**config.mk**
```make
export PLATFORM = sky130hd
export DESIGN_NAME = lms_weu_raw_cell
export DESIGN_NICKNAME = d
export VERILOG_FILES = /design/src/hw/rtl/lms_weu_pkg.sv /design/src/hw/rtl/lms_weu_raw_cell.sv
export SDC_FILE = /design/constraint.sdc
export NUM_CORES = 1
export LEC_CHECK = 0
export BUFFER_PORTS_ARGS = -buffer_cell sky130_fd_sc_hd__buf_2
export CAP_MARGIN = 10
export CORE_MARGIN = 2
export CORE_UTILIZATION = 45
export CTS_BUF_LIST = sky130_fd_sc_hd__clkbuf_4 sky130_fd_sc_hd__clkbuf_8 sky130_fd_sc_hd__clkbuf_16
export CTS_CLUSTER_DIAMETER = 40
export DETAILED_ROUTE_END_ITERATION = 16
export MAX_ROUTING_LAYER = met4
export PLACE_DENSITY = 0.79
export SLEW_MARGIN = 20
export SYNTH_ARGS = -nofsm -noshare
export SYNTH_HDL_FRONTEND = slang
export SYNTH_SLANG_ARGS = --single-unit
```
**constraint.sdc**
```tcl
create_clock -name clk -period 2.8 [get_ports clk]
set_input_delay 0.28 -clock clk [delete_from_list [all_inputs] [get_ports clk]]
set_output_delay 0.28 -clock clk [all_outputs]
set_load 0.005 [all_outputs]
```
**src/hw/rtl/lms_weu_pkg.sv**
```systemverilog
`default_nettype none

package lms_weu_pkg;

  localparam int SAMPLE_W = 16;
  localparam int COEF_W   = 16;
  localparam int COLOR_W  = 24;
  localparam int WEIGHT_W = 32;
  localparam int STEP_W   = 16;
  localparam int D_W      = 25;
  localparam int DELTA_W  = 45;
  localparam int CPROD_W  = SAMPLE_W + COEF_W;
  localparam int CACC_W   = CPROD_W + 4;
  localparam int DPROD_W  = COLOR_W + WEIGHT_W;
  localparam int UPROD_W  = D_W + WEIGHT_W;

  localparam logic signed [WEIGHT_W-1:0] WEIGHT_ONE = 32'sh0100_0000;
  localparam logic [STEP_W-1:0]          STEP_RESET = 16'd655;

  typedef struct packed {
    logic shift;
    logic rotate;
    logic preset;
  } tap_ctrl_t;

  // data model coefficients, q2.14
  function automatic logic signed [COEF_W-1:0] model_coef(input logic [3:0] idx);
    logic signed [COEF_W-1:0] c;
    case (idx)
      4'd0:    c = 16'sd16384;
      4'd1:    c = 16'sd13107;
      4'd2:    c = 16'sd13107;
      4'd3:    c = -16'sd11469;
      4'd4:    c = 16'sd9830;
      4'd5:    c = -16'sd8192;
      4'd6:    c = 16'sd6554;
      4'd7:    c = -16'sd4915;
      4'd8:    c = 16'sd3277;
      4'd9:    c = -16'sd1638;
      default: c = '0;
    endcase
    return c;
  endfunction

endpackage

`default_nettype wire

```
**src/hw/rtl/lms_weu_raw_cell.sv**
```systemverilog
`default_nettype none

module lms_weu_raw_cell (
  input  wire logic                                   clk,
  input  wire logic                                   rst_n,
  input  wire logic                                   shift_en,
  input  wire logic                                   rotate_en,
  input  wire logic signed [lms_weu_pkg::SAMPLE_W-1:0] u_left,
  input  wire logic signed [lms_weu_pkg::SAMPLE_W-1:0] u_right,
  output logic signed      [lms_weu_pkg::SAMPLE_W-1:0] u_o
);
  import lms_weu_pkg::*;

  logic signed [SAMPLE_W-1:0] u_r;
  logic signed [SAMPLE_W-1:0] u_nxt;

  always_comb begin
    u_nxt = u_r;
    if (shift_en) begin
      u_nxt = u_left;
    end else if (rotate_en) begin
      u_nxt = u_right;
    end
  end

  always_ff @(posedge clk) begin
    if (!rst_n) begin
      u_r <= '0;
    end else begin
      u_r <= u_nxt;
    end
  end

  assign u_o = u_r;

endmodule

`default_nettype wire

```
==> results.md <==
* Post-route ant nets at 0
* Hold Violations, Final at 0
* Clock buffers created by TritonCTS at 3
* Register-to-Register Setup Slack at between 1500 and 2000 ps
* Die Y-Extent at around 48 microns
* Number of inserted filler cells in the final layout at 164
* Clock tree skew after final layout at 0 ps
* Average via count per standard cell at between 4 and 5
* Setup repair after global routing missed its margin: no
* Fmax at slightly above 900 MHz
* P_leak at between 0.6 and 0.7 nW
* CTS H-Tree Depth at 1
* Number of setup buffers added after CTS at 0
* Share of post-route cells with drive strength above 1 at approximately three fifths
* CP required at between 2000 and 3000 ps
* Avg Inst Size Synth at between 10 and 15 sq um
* PostCTS Resize Cnt at 0
* X dimension of the die at ~48 microns
* GRT Residual Overflow at 0
* Outcome: completed
* Tightest Hold Check Type: in -> reg
* Detailed Route Iter0 Violations at 5
* CP startpoint kind: input pin
* Power per cell area at 454.4 mW/mm^2
* Max-slew violation total from the final report at 0
* TritonCTS clock tree: built
* Core Region at 0.001745 sq mm
* Num ports at 52
* Detailed Routing Iterations Pass 1 at 4
* Overall fraction of global-route tracks in use at roughly 17%
* Total standard cell area after synthesis at about 850 sq um
* Synth warnings at 0
* Clock slew at the register clock pins of the worst setup and hold paths at around 90 ps
* Root buffer selected by CTS: sky130_fd_sc_hd__clkbuf_4
* Crit path capture type: register
* Max-slew headroom at the worst pin at 65.45%
* Total number of vias at just over 700
* Layout net count at 156
* Post-route setup TNS at 0 ps
* Maximum number of pins on one net before global-route repair at 33
* Clk Latency, worst-skew pair at roughly 270 ps
* #FFs+latches synth at 16
* Arrival time of the worst setup path at roughly 1300 ps
* Final wirelength at 1742 microns
* Max IR drop VDD at ~0.25 mV
* Final min period at 1078 ps
* CTS hold repair buffers at 0
* Share of the yosys chip area belonging to registers at 37.59%
* Final Instance Count excl. Fillers at approximately 140
* CP Class: in -> reg
* DP Wirelength at between 1000 and 1500 microns
* Cell taking the most area after synthesis: sky130_fd_sc_hd__dfxtp_1
* Setup-failing EPs final at 0
* Initial cell density of the core at approximately half
* Initial antenna violation count at 0
* Cell count after synthesis at between 70 and 80
* Number of maximum-capacitance constraint violations at 0
* Flip-flop count of the largest register, all copies and words added at 16
* Number of port buffers at just over 50
* Post-Syn Nets at 107
* Global-route wire length before repair at about 2700 microns
* Clock Path Buffers at 2
* Post-detailed-route wirelength per cell at around 12 microns
* Area share of the largest cell type after synthesis at between 30% and 40%
* Via count of the first global-routing pass at approximately 630
* Clock sink total at 16
* Global placement routability congestion at ~0.70
* Placed instance count at 140
* Standard-cell rows at 15
* Top cells by area in the synthesized netlist: sky130_fd_sc_hd__dfxtp_1, sky130_fd_sc_hd__o211a_1, sky130_fd_sc_hd__mux2_4
* Full die area at about 0.0023 sq mm
* P&R area growth vs syn at 31.72%
* Period utilization at 38.51%
* Transition time at the pin with the least slew margin at approximately 520 ps
* Count of cell types in the netlist at 10
* Ant. Diodes at 0
* CP max FO at 16
* DR DRC count at 0
## logic make-up (layout without fill, tap and decap cells)
kind of cell | count (synthesis) | after routing | share of synthesized area [%]
compound gates | 16 | 16 | 18.80
mux | 16 | 16 | 25.55
flops | 16 | 16 | 37.59
simple gates | 16 | 16 | 11.89
buf+inv | 7 | 55 | 6.167
## Yosys cell counts
library cell                n
sky130_fd_sc_hd__dfxtp_1   16
sky130_fd_sc_hd__o211a_1   16
sky130_fd_sc_hd__nand2b_1  15
sky130_fd_sc_hd__mux2_4    10
sky130_fd_sc_hd__mux2_2     6
sky130_fd_sc_hd__clkbuf_1   3
sky130_fd_sc_hd__buf_2      2
sky130_fd_sc_hd__buf_12     1
sky130_fd_sc_hd__buf_6      1
sky130_fd_sc_hd__or2b_1     1
## power breakdown
group	internal (mW)	leakage, nW	total (mW)	switching, mW
Sequential	0.245	0.133	0.253	0.00820
Combinational	0.0703	0.528	0.110	0.0399
Clock	0.0790	0.0210	0.147	0.0676
## cells in the final DEF (no fill, tap or decap)
master and count:
sky130_fd_sc_hd__buf_2 51, sky130_fd_sc_hd__o211a_1 16, sky130_fd_sc_hd__dfxtp_1 16, sky130_fd_sc_hd__nand2b_1 15, sky130_fd_sc_hd__mux2_4 10, sky130_fd_sc_hd__mux2_2 6, sky130_fd_sc_hd__clkbuf_4 3, sky130_fd_sc_hd__or2b_1 1
sky130_fd_sc_hd__clkbuf_8 1
## final cells by class
type	instances	area [sq um]	share of cell area [%]
clock buffer	4	36.28	3.233
sequential	16	320.3	28.54
tap	25	31.28	2.787
multi-input combinational	48	479.2	42.70
timing repair buffer	51	255.2	22.74
## stage by stage
stage | total power, mW | hold WS [ps] | worst slack [ps] | util [%] | instance area, sq um
after global placement | 0.3660 | 581.5 | 1433 | 62.22 | 1086
final | 0.5100 | 310.7 | 1722 | 64.30 | 1122
after CTS | 0.5187 | 300.0 | 1719 | 64.30 | 1122
after detailed placement | 0.3696 | 586.0 | 1412 | 62.22 | 1086
after global routing | 0.5441 | 300.0 | 1698 | 64.30 | 1122
after floorplan | 0.3286 | 474.1 | 1675 | - | 852.1
## path summary, 6_finish.rpt
| path | start | to | cells past startpoint |
|---|---|---|---|
| setup / recovery | rotate_en | u_o[2] | 3 |
| hold / removal | u_left[11] | u_o[11] | 3 |
| setup reg to reg | u_o[4] | u_o[4] | 2 |
| hold reg to reg | u_o[9] | u_o[9] | 2 |
## metal layers
metal / vias up / track usage, % / share of wire, %
met2: 18 / 28.38 / 52
met1: 332 / 20.59 / 42
met4: 0 / 6.667 / 0
met3: 0 / 4.528 / 5.3
li1: 354 / - / -
met5: - / - / 0
## critical path: stages
cell,delay (ps)
sky130_fd_sc_hd__buf_2,370
sky130_fd_sc_hd__mux2_2,390
sky130_fd_sc_hd__o211a_1,200
No activity file was read; power rests on OpenSTA's default activity.
