$ cat src/hw/rtl/lms_weu_pkg.sv
`default_nettype none

package lms_weu_pkg;

  localparam int SAMPLE_W = 16;
  localparam int COEF_W   = 16;
  localparam int COLOR_W  = 24;
  localparam int WEIGHT_W = 32;
  localparam int STEP_W   = 16;
  localparam int D_W      = 25;
  localparam int DELTA_W  = 45;
  localparam int CPROD_W  = SAMPLE_W + COEF_W;
  localparam int CACC_W   = CPROD_W + 4;
  localparam int DPROD_W  = COLOR_W + WEIGHT_W;
  localparam int UPROD_W  = D_W + WEIGHT_W;

  localparam logic signed [WEIGHT_W-1:0] WEIGHT_ONE = 32'sh0100_0000;
  localparam logic [STEP_W-1:0]          STEP_RESET = 16'd655;

  typedef struct packed {
    logic shift;
    logic rotate;
    logic preset;
  } tap_ctrl_t;

  // data model coefficients, q2.14
  function automatic logic signed [COEF_W-1:0] model_coef(input logic [3:0] idx);
    logic signed [COEF_W-1:0] c;
    case (idx)
      4'd0:    c = 16'sd16384;
      4'd1:    c = 16'sd13107;
      4'd2:    c = 16'sd13107;
      4'd3:    c = -16'sd11469;
      4'd4:    c = 16'sd9830;
      4'd5:    c = -16'sd8192;
      4'd6:    c = 16'sd6554;
      4'd7:    c = -16'sd4915;
      4'd8:    c = 16'sd3277;
      4'd9:    c = -16'sd1638;
      default: c = '0;
    endcase
    return c;
  endfunction

endpackage

`default_nettype wire

$ cat src/hw/rtl/lms_weu_tap_cell.sv
`default_nettype none

module lms_weu_tap_cell (
  input  wire logic                                   clk,
  input  wire logic                                   rst_n,
  input  wire lms_weu_pkg::tap_ctrl_t                 ctrl,
  input  wire logic signed [lms_weu_pkg::COLOR_W-1:0]  x_left,
  input  wire logic signed [lms_weu_pkg::COLOR_W-1:0]  x_right,
  input  wire logic signed [lms_weu_pkg::WEIGHT_W-1:0] w_right,
  input  wire logic signed [lms_weu_pkg::D_W-1:0]      d_right,
  output logic signed      [lms_weu_pkg::COLOR_W-1:0]  x_o,
  output logic signed      [lms_weu_pkg::WEIGHT_W-1:0] w_o,
  output logic signed      [lms_weu_pkg::D_W-1:0]      d_o
);
  import lms_weu_pkg::*;

  logic signed [COLOR_W-1:0]  x_r, x_nxt;
  logic signed [WEIGHT_W-1:0] w_r, w_nxt;
  logic signed [D_W-1:0]      d_r, d_nxt;

  // history shifts, weights stay in place; rotation moves history, weights and d terms around the ring
  always_comb begin
    x_nxt = x_r;
    w_nxt = w_r;
    d_nxt = d_r;
    if (ctrl.shift) begin
      x_nxt = x_left;
    end else if (ctrl.rotate) begin
      x_nxt = x_right;
      w_nxt = w_right;
      d_nxt = d_right;
    end
    if (ctrl.preset) begin
      w_nxt = WEIGHT_ONE;
    end
  end

  always_ff @(posedge clk) begin
    if (!rst_n) begin
      x_r <= '0;
      w_r <= WEIGHT_ONE;
      d_r <= '0;
    end else begin
      x_r <= x_nxt;
      w_r <= w_nxt;
      d_r <= d_nxt;
    end
  end

  assign x_o = x_r;
  assign w_o = w_r;
  assign d_o = d_r;

endmodule

`default_nettype wire

$ cat config.mk
export PLATFORM = sky130hd
export DESIGN_NAME = lms_weu_tap_cell
export DESIGN_NICKNAME = d
export VERILOG_FILES = /design/src/hw/rtl/lms_weu_pkg.sv /design/src/hw/rtl/lms_weu_tap_cell.sv
export SDC_FILE = /design/constraint.sdc
export NUM_CORES = 1
export LEC_CHECK = 0
export ABC_AREA = 1
export BUFFER_PORTS_ARGS = -buffer_cell sky130_fd_sc_hd__buf_2
export CAP_MARGIN = 30
export CORE_MARGIN = 1.5
export CORE_UTILIZATION = 40
export CTS_BUF_LIST = sky130_fd_sc_hd__clkbuf_4
export DETAILED_ROUTE_END_ITERATION = 8
export GPL_ROUTABILITY_DRIVEN = 0
export GPL_TIMING_DRIVEN = 0
export PLACE_DENSITY = 0.72
export SLEW_MARGIN = 15
export SYNTH_ARGS = -nofsm -noshare
export SYNTH_HDL_FRONTEND = slang
export SYNTH_SLANG_ARGS = --single-unit
$ cat constraint.sdc
create_clock -name clk -period 2.92 [get_ports clk]
set_input_delay 0.584 -clock clk [delete_from_list [all_inputs] [get_ports clk]]
set_output_delay 0.584 -clock clk [all_outputs]
set_load 0.02 [all_outputs]
==> reports/results.tsv, run 1 <==
metric	value	unit
WL/cell	11.8	um
type of the worst min-delay path	in2reg	
Comb pwr share	18.4	%
status	finished clean	
initial DRC count	100	
top cell type's share of synthesized area	50.9	%
Worst-Skew Late Latency	0.41	ns
clock share of power	27.1	%
NetSw	0.677	mW
Die ar.	0.00850	mm2
WL final	8700	um
core area	0.00773	mm2
GRT overflow	0	
Die Ht	92.2	um
Antenna Nets Post-Route	0	
CP top delay family	flip-flops	
Final HPWL DP	6700	um
Yosys warning count	0	
Critical R2R Capture	x_o[18]$_SDFFE_PN0P_	
final worst setup slack	1.38	ns
layout cells sized above 1	36.9	%
kind of critical path	reg2out	
RSZ-0062 raised after global routing	no	
final-layout fill cell count	759	
total I/O pin count	191	
leading cell types in the layout, fill and taps excluded	buf_2 (203), nor2_1 (112), dfxtp_1 (81)	
IO buf count	188	
worst hold slack	0.365	ns
fmax	651	MHz
CP max stage delay	0.37	ns
first-pass GRT wire length	13700	um
CP max FO	2	
Tcrit/Tclk final	52.6	%
# clock sinks	81	
die width	92.2	um
Placed Area	0.00425	mm2
Slew HR	69.9	%
hold_sp	w_right[24]	
cell taking the most area after synthesis	dfxtp_1	
commonest non-fill, non-tap cell in the layout	buf_2	
setup TNS	0	ns
synthesis-stage register bit count	81	
leakage	2.41	nW
worst vdd ir	0.249	mV
total CTS buffers	9	
R2R cell count	4	
worst slack at placement	1.30	ns
CP cell instances	buf_2	
final instance area	0.00437	mm2
most area-consuming cells after synthesis	dfxtp_1 (51%), nor2_1 (13%), nand2_1 (8.7%)	
Root Buffer	clkbuf_4	
# rows	32	
number of remaining DRC errors	0	
initial antenna violation count	0	
Final min period	1.54	ns
number of diodes	0	
switch share	30.9	%
syn nets	543	
Reg power frac	54.5	%
Slowest-stage cell, CP	dfxtp_1	
nets	742	
post-synth cell types	16	
Min-Delay Endpoint	w_o[24]$_SDFFE_PP1P_	
# Post-CTS Setup Buffers	0	
Multi-input gate area	0.00126	mm2
FF/Latch Area	0.00162	mm2
CP arrival	0.95	ns
Vias/cell	4.63	
CTS Buffer Depth	2	
Total GRT Usage	20.1	%
Syn Inst Count	433	
clock skew	0	ns
pins over their slew limit	0	
Tot Pwr	2.19	mW
worst hold stages	3	
CTS H-tree lvls	3	
largest net degree at the start of global routing	16	
crit path capture type	output port	
detailed-route via count	3421	
Finished Layout Cells	739	
Worst-Margin Slew	0.451	ns
register area share after synthesis	50.9	%
placed insts	723	
final setup violation count	0	
CP bufs+invs	1	
CTS clk-pin slew, worst paths	0.14	ns
Post-Syn Area	0.00318	mm2
startpoint types	flip-flop	
reg-to-reg setup timing slack	2.26	ns
Worst R2R Start	x_o[18]$_SDFFE_PN0P_	
Initial DRT Pass Iterations	4	
syn_area_per_cell	7.35	um2
Int Pwr	1.51	mW
share of the core filled with cells	56.6	%
max_cap viols	0	
Resize count post-CTS	0	
Fin. Hold Viols	0	
PD cells	500	mW/mm2
number of global-route vias before repair	3057	
Initial Util	41.2	%
CP Data Required Time	2.34	ns
CTS tree	built	
Area Growth Syn to Fin	37.4	%
hold_buf cts	0	
flip-flops by register name (all words and copies together), names as in the netlist:
signal,flops
d_o,25
w_o,32
x_o,24
worst max-delay path by stage:
stage,startpoint,to,cells past startpoint
floorplan,ctrl[2],w_o[28]$_SDFFE_PP0P_,7
global placement,rst_n,x_o[13]$_SDFFE_PN0P_,5
detailed placement,rst_n,x_o[14]$_SDFFE_PN0P_,5
CTS,d_o[0]$_SDFFE_PN0P_,d_o[0],1
global route,w_o[30]$_SDFFE_PP0P_,w_o[30],1
finish,x_o[16]$_SDFFE_PN0P_,x_o[16],1
synth_stat cells:
library cell	number
buf_2	15
buf_4	2
buf_6	8
clkbuf_1	5
dfxtp_1	81
inv_1	24
inv_2	2
inv_4	1
nand2_1	74
nand2_2	1
nand3_1	49
nor2_1	112
nor2_2	1
nor2_4	2
o21ai_0	45
o21ai_1	11
layer usage:
metal  GRT usage (%)  up-vias  wire (um)
met5               0        -          0
met4            10.9        0        279
met3            4.81       22        539
met2            34.2      107       4260
met1            23.2     1538       3620
li1                -     1754          -
area by class of cell:
cell class	count	area share [%]
Inverter	27	2.37
Timing Repair Buffer	188	21.5
Multi-Input combinational cell	295	28.8
Clock buffer	9	1.55
Clock inverter	7	1.23
Buffer	30	4.55
Sequential cell	81	37.1
Tap cell	102	2.92
kinds of logic after synthesis:
logic type | Yosys count | share of synthesized area [%]
AOI/OAI and AO/OA | 56 | 8.81
buffers and inverters | 57 | 9.51
DFF | 81 | 50.9
and+or+nand+nor | 239 | 30.7
power groups by stage:
stage                     registers, mW  logic [mW]  clock network, mW
after floorplan                    1.29       0.165                  0
after global placement             1.21       0.401                  0
after detailed placement           1.22       0.406                  0
after CTS                          1.19       0.408              0.619
after global routing               1.20       0.450              0.663
final                              1.19       0.404              0.592
Power figures use the tool's default switching activity.
==> run 2: changes to the inputs <==
--- a/config.mk
+++ b/config.mk
@@ -14,7 +14,7 @@
 export DETAILED_ROUTE_END_ITERATION = 8
 export GPL_ROUTABILITY_DRIVEN = 0
 export GPL_TIMING_DRIVEN = 0
-export PLACE_DENSITY = 0.72
+export PLACE_DENSITY = 0.75
 export SLEW_MARGIN = 15
 export SYNTH_ARGS = -nofsm -noshare
 export SYNTH_HDL_FRONTEND = slang
==> constraint.sdc (replaced) <==
create_clock -name clk -period 1.4 [get_ports clk]
set_input_delay 0.28 -clock clk [delete_from_list [all_inputs] [get_ports clk]]
set_output_delay 0.28 -clock clk [all_outputs]
set_load 0.02 [all_outputs]
==> reports/results.tsv, run 2 (synthesized netlist as in run 1, its figures left out) <==
metric	value	unit	change
status	finished clean		unchanged
Final HPWL DP	6610	um	was 6700 um
IO buf count	188		unchanged
layout cells sized above 1	37.0	%	was 36.9%
final setup violation count	0		unchanged
CP bufs+invs	1		unchanged
# Post-CTS Setup Buffers	0		unchanged
Die ar.	0.00850	mm2	unchanged
CTS Buffer Depth	2		unchanged
Root Buffer	clkbuf_4		unchanged
nets	742		unchanged
leakage	2.43	nW	was 2.41 nW
Vias/cell	4.58		was 4.63
CTS tree	built		unchanged
Fin. Hold Viols	0		unchanged
number of global-route vias before repair	2974		was 3,057
total CTS buffers	9		unchanged
reg-to-reg setup timing slack	0.75	ns	was 2.26 ns
crit path capture type	output port		unchanged
leading cell types in the layout, fill and taps excluded	buf_2 (203), nor2_1 (112), dfxtp_1 (81)		unchanged
worst hold slack	0.0620	ns	was 0.365 ns
Critical R2R Capture	x_o[22]$_SDFFE_PN0P_		was x_o[18]$_SDFFE_PN0P_
Slew HR	68.8	%	was 69.9%
hold_buf cts	0		unchanged
Die Ht	92.2	um	unchanged
CP startpoint	w_o[11]$_SDFFE_PP0P_		was x_o[16]$_SDFFE_PN0P_
Final min period	1.23	ns	
crit path to	w_o[11]		was x_o[16]
clock skew	0	ns	unchanged
Antenna Nets Post-Route	0		unchanged
CP arrival	0.95	ns	about the same
pins over their slew limit	0		unchanged
Area Growth Syn to Fin	38.7	%	was 37.4%
GRT overflow	0		unchanged
CP Depth	1		unchanged
PD cells	1100	mW/mm2	was 500 mW/mm2
Tot Pwr	4.88	mW	was 2.19 mW
max_cap viols	0		unchanged
worst hold stages	3		unchanged
kind of critical path	reg2out		unchanged
max FFs per register	32		unchanged
GR Util met2	34.3	%	was 34.2%
WL final	8660	um	was 8700 um
CP max stage delay	0.36	ns	was 0.37 ns
CP cell instances	buf_2		unchanged
setup TNS	0	ns	unchanged
M1 GR Usage	24.1	%	was 23.2%
CTS clk-pin slew, worst paths	0.14	ns	about the same
fmax	813	MHz	
worst vdd ir	0.623	mV	was 0.249 mV
commonest non-fill, non-tap cell in the layout	buf_2		unchanged
R2R cell count	4		unchanged
largest net degree at the start of global routing	15		was 16
WL/cell	11.7	um	was 11.8 um
startpoint types	flip-flop		unchanged
first-pass GRT wire length	13600	um	was 13,700 um
Resize count post-CTS	0		unchanged
CP top delay family	flip-flops		unchanged
grt met3 use	4.56	%	was 4.81%
Worst-Skew Late Latency	0.41	ns	about the same
Tcrit/Tclk final	87.9	%	
core area	0.00773	mm2	unchanged
CP max FO	2		unchanged
detailed-route via count	3387		was 3,421
Worst R2R Start	x_o[22]$_SDFFE_PN0P_		was x_o[18]$_SDFFE_PN0P_
Total GRT Usage	20.2	%	was 20.1%
# clock sinks	81		unchanged
GRT busiest layer	met2		unchanged
Slowest-stage cell, CP	dfxtp_1		unchanged
die width	92.2	um	unchanged
initial DRC count	103		was 100
Worst-Margin Slew	0.468	ns	was 0.451 ns
RSZ-0062 raised after global routing	no		unchanged
Initial DRT Pass Iterations	5		was 4
type of the worst min-delay path	in2reg		unchanged
initial antenna violation count	0		unchanged
total I/O pin count	191		unchanged
number of diodes	0		unchanged
Initial Util	41.2	%	unchanged
number of remaining DRC errors	0		unchanged
# rows	32		unchanged
CTS H-tree lvls	3		unchanged
CP Data Required Time	1.12	ns	was 2.34 ns
final-layout fill cell count	760		was 759
## run 2: final cells by class
type | count | area [um2] | share of cell area (%)
Buffer | 30 | 199 | 4.51
Clock buffer | 9 | 67.6 | 1.53
Clock inverter | 7 | 95.1 | 2.15
Inverter | 27 | 104 | 2.35
Multi-Input combinational cell | 295 | 1260 | 28.5
Sequential cell | 81 | 1620 | 36.7
Tap cell | 102 | 128 | 2.89
Timing Repair Buffer | 188 | 941 | 21.3
## run 2: through the flow
step                cell area (um2)  setup slack [ns]  util, %  instances
detailed placement             4250             0.137     55.0        723
floorplan                      3180             0.333        -        433
global placement               4250             0.142     55.0        723
CTS                            4410             0.139     57.1        739
finish                         4410             0.170     57.1        739
global route                   4410             0.105     57.1        739
## run 2: layer usage
| metal | vias up | wire (um) | share of wire [%] |
|---|---|---|---|
| met3 | 21 | 497 | 5.7 |
| met5 | - | 0 | 0 |
| met1 | 1499 | 3800 | 44 |
| met2 | 101 | 4110 | 48 |
| li1 | 1766 | - | - |
| met4 | 0 | 240 | 2.8 |
## run 2: power by group
part / internal [mW] / leakage [nW] / switching [mW]
Clock: 0.724 / 0.0859 / 0.825
Sequential: 2.43 / 0.666 / 0.0563
Combinational: 0.344 / 1.68 / 0.499
## run 2: worst min-delay path by stage
stage               slack (ns)                  from              endpoint
global route              0.05           w_right[24]  w_o[24]$_SDFFE_PP1P_
finish                    0.06           w_right[24]  w_o[24]$_SDFFE_PP1P_
detailed placement        0.46  w_o[24]$_SDFFE_PP1P_  w_o[24]$_SDFFE_PP1P_
CTS                       0.03           w_right[24]  w_o[24]$_SDFFE_PP1P_
floorplan                 0.39           w_right[24]  w_o[24]$_SDFFE_PP1P_
global placement          0.46  w_o[24]$_SDFFE_PP1P_  w_o[24]$_SDFFE_PP1P_
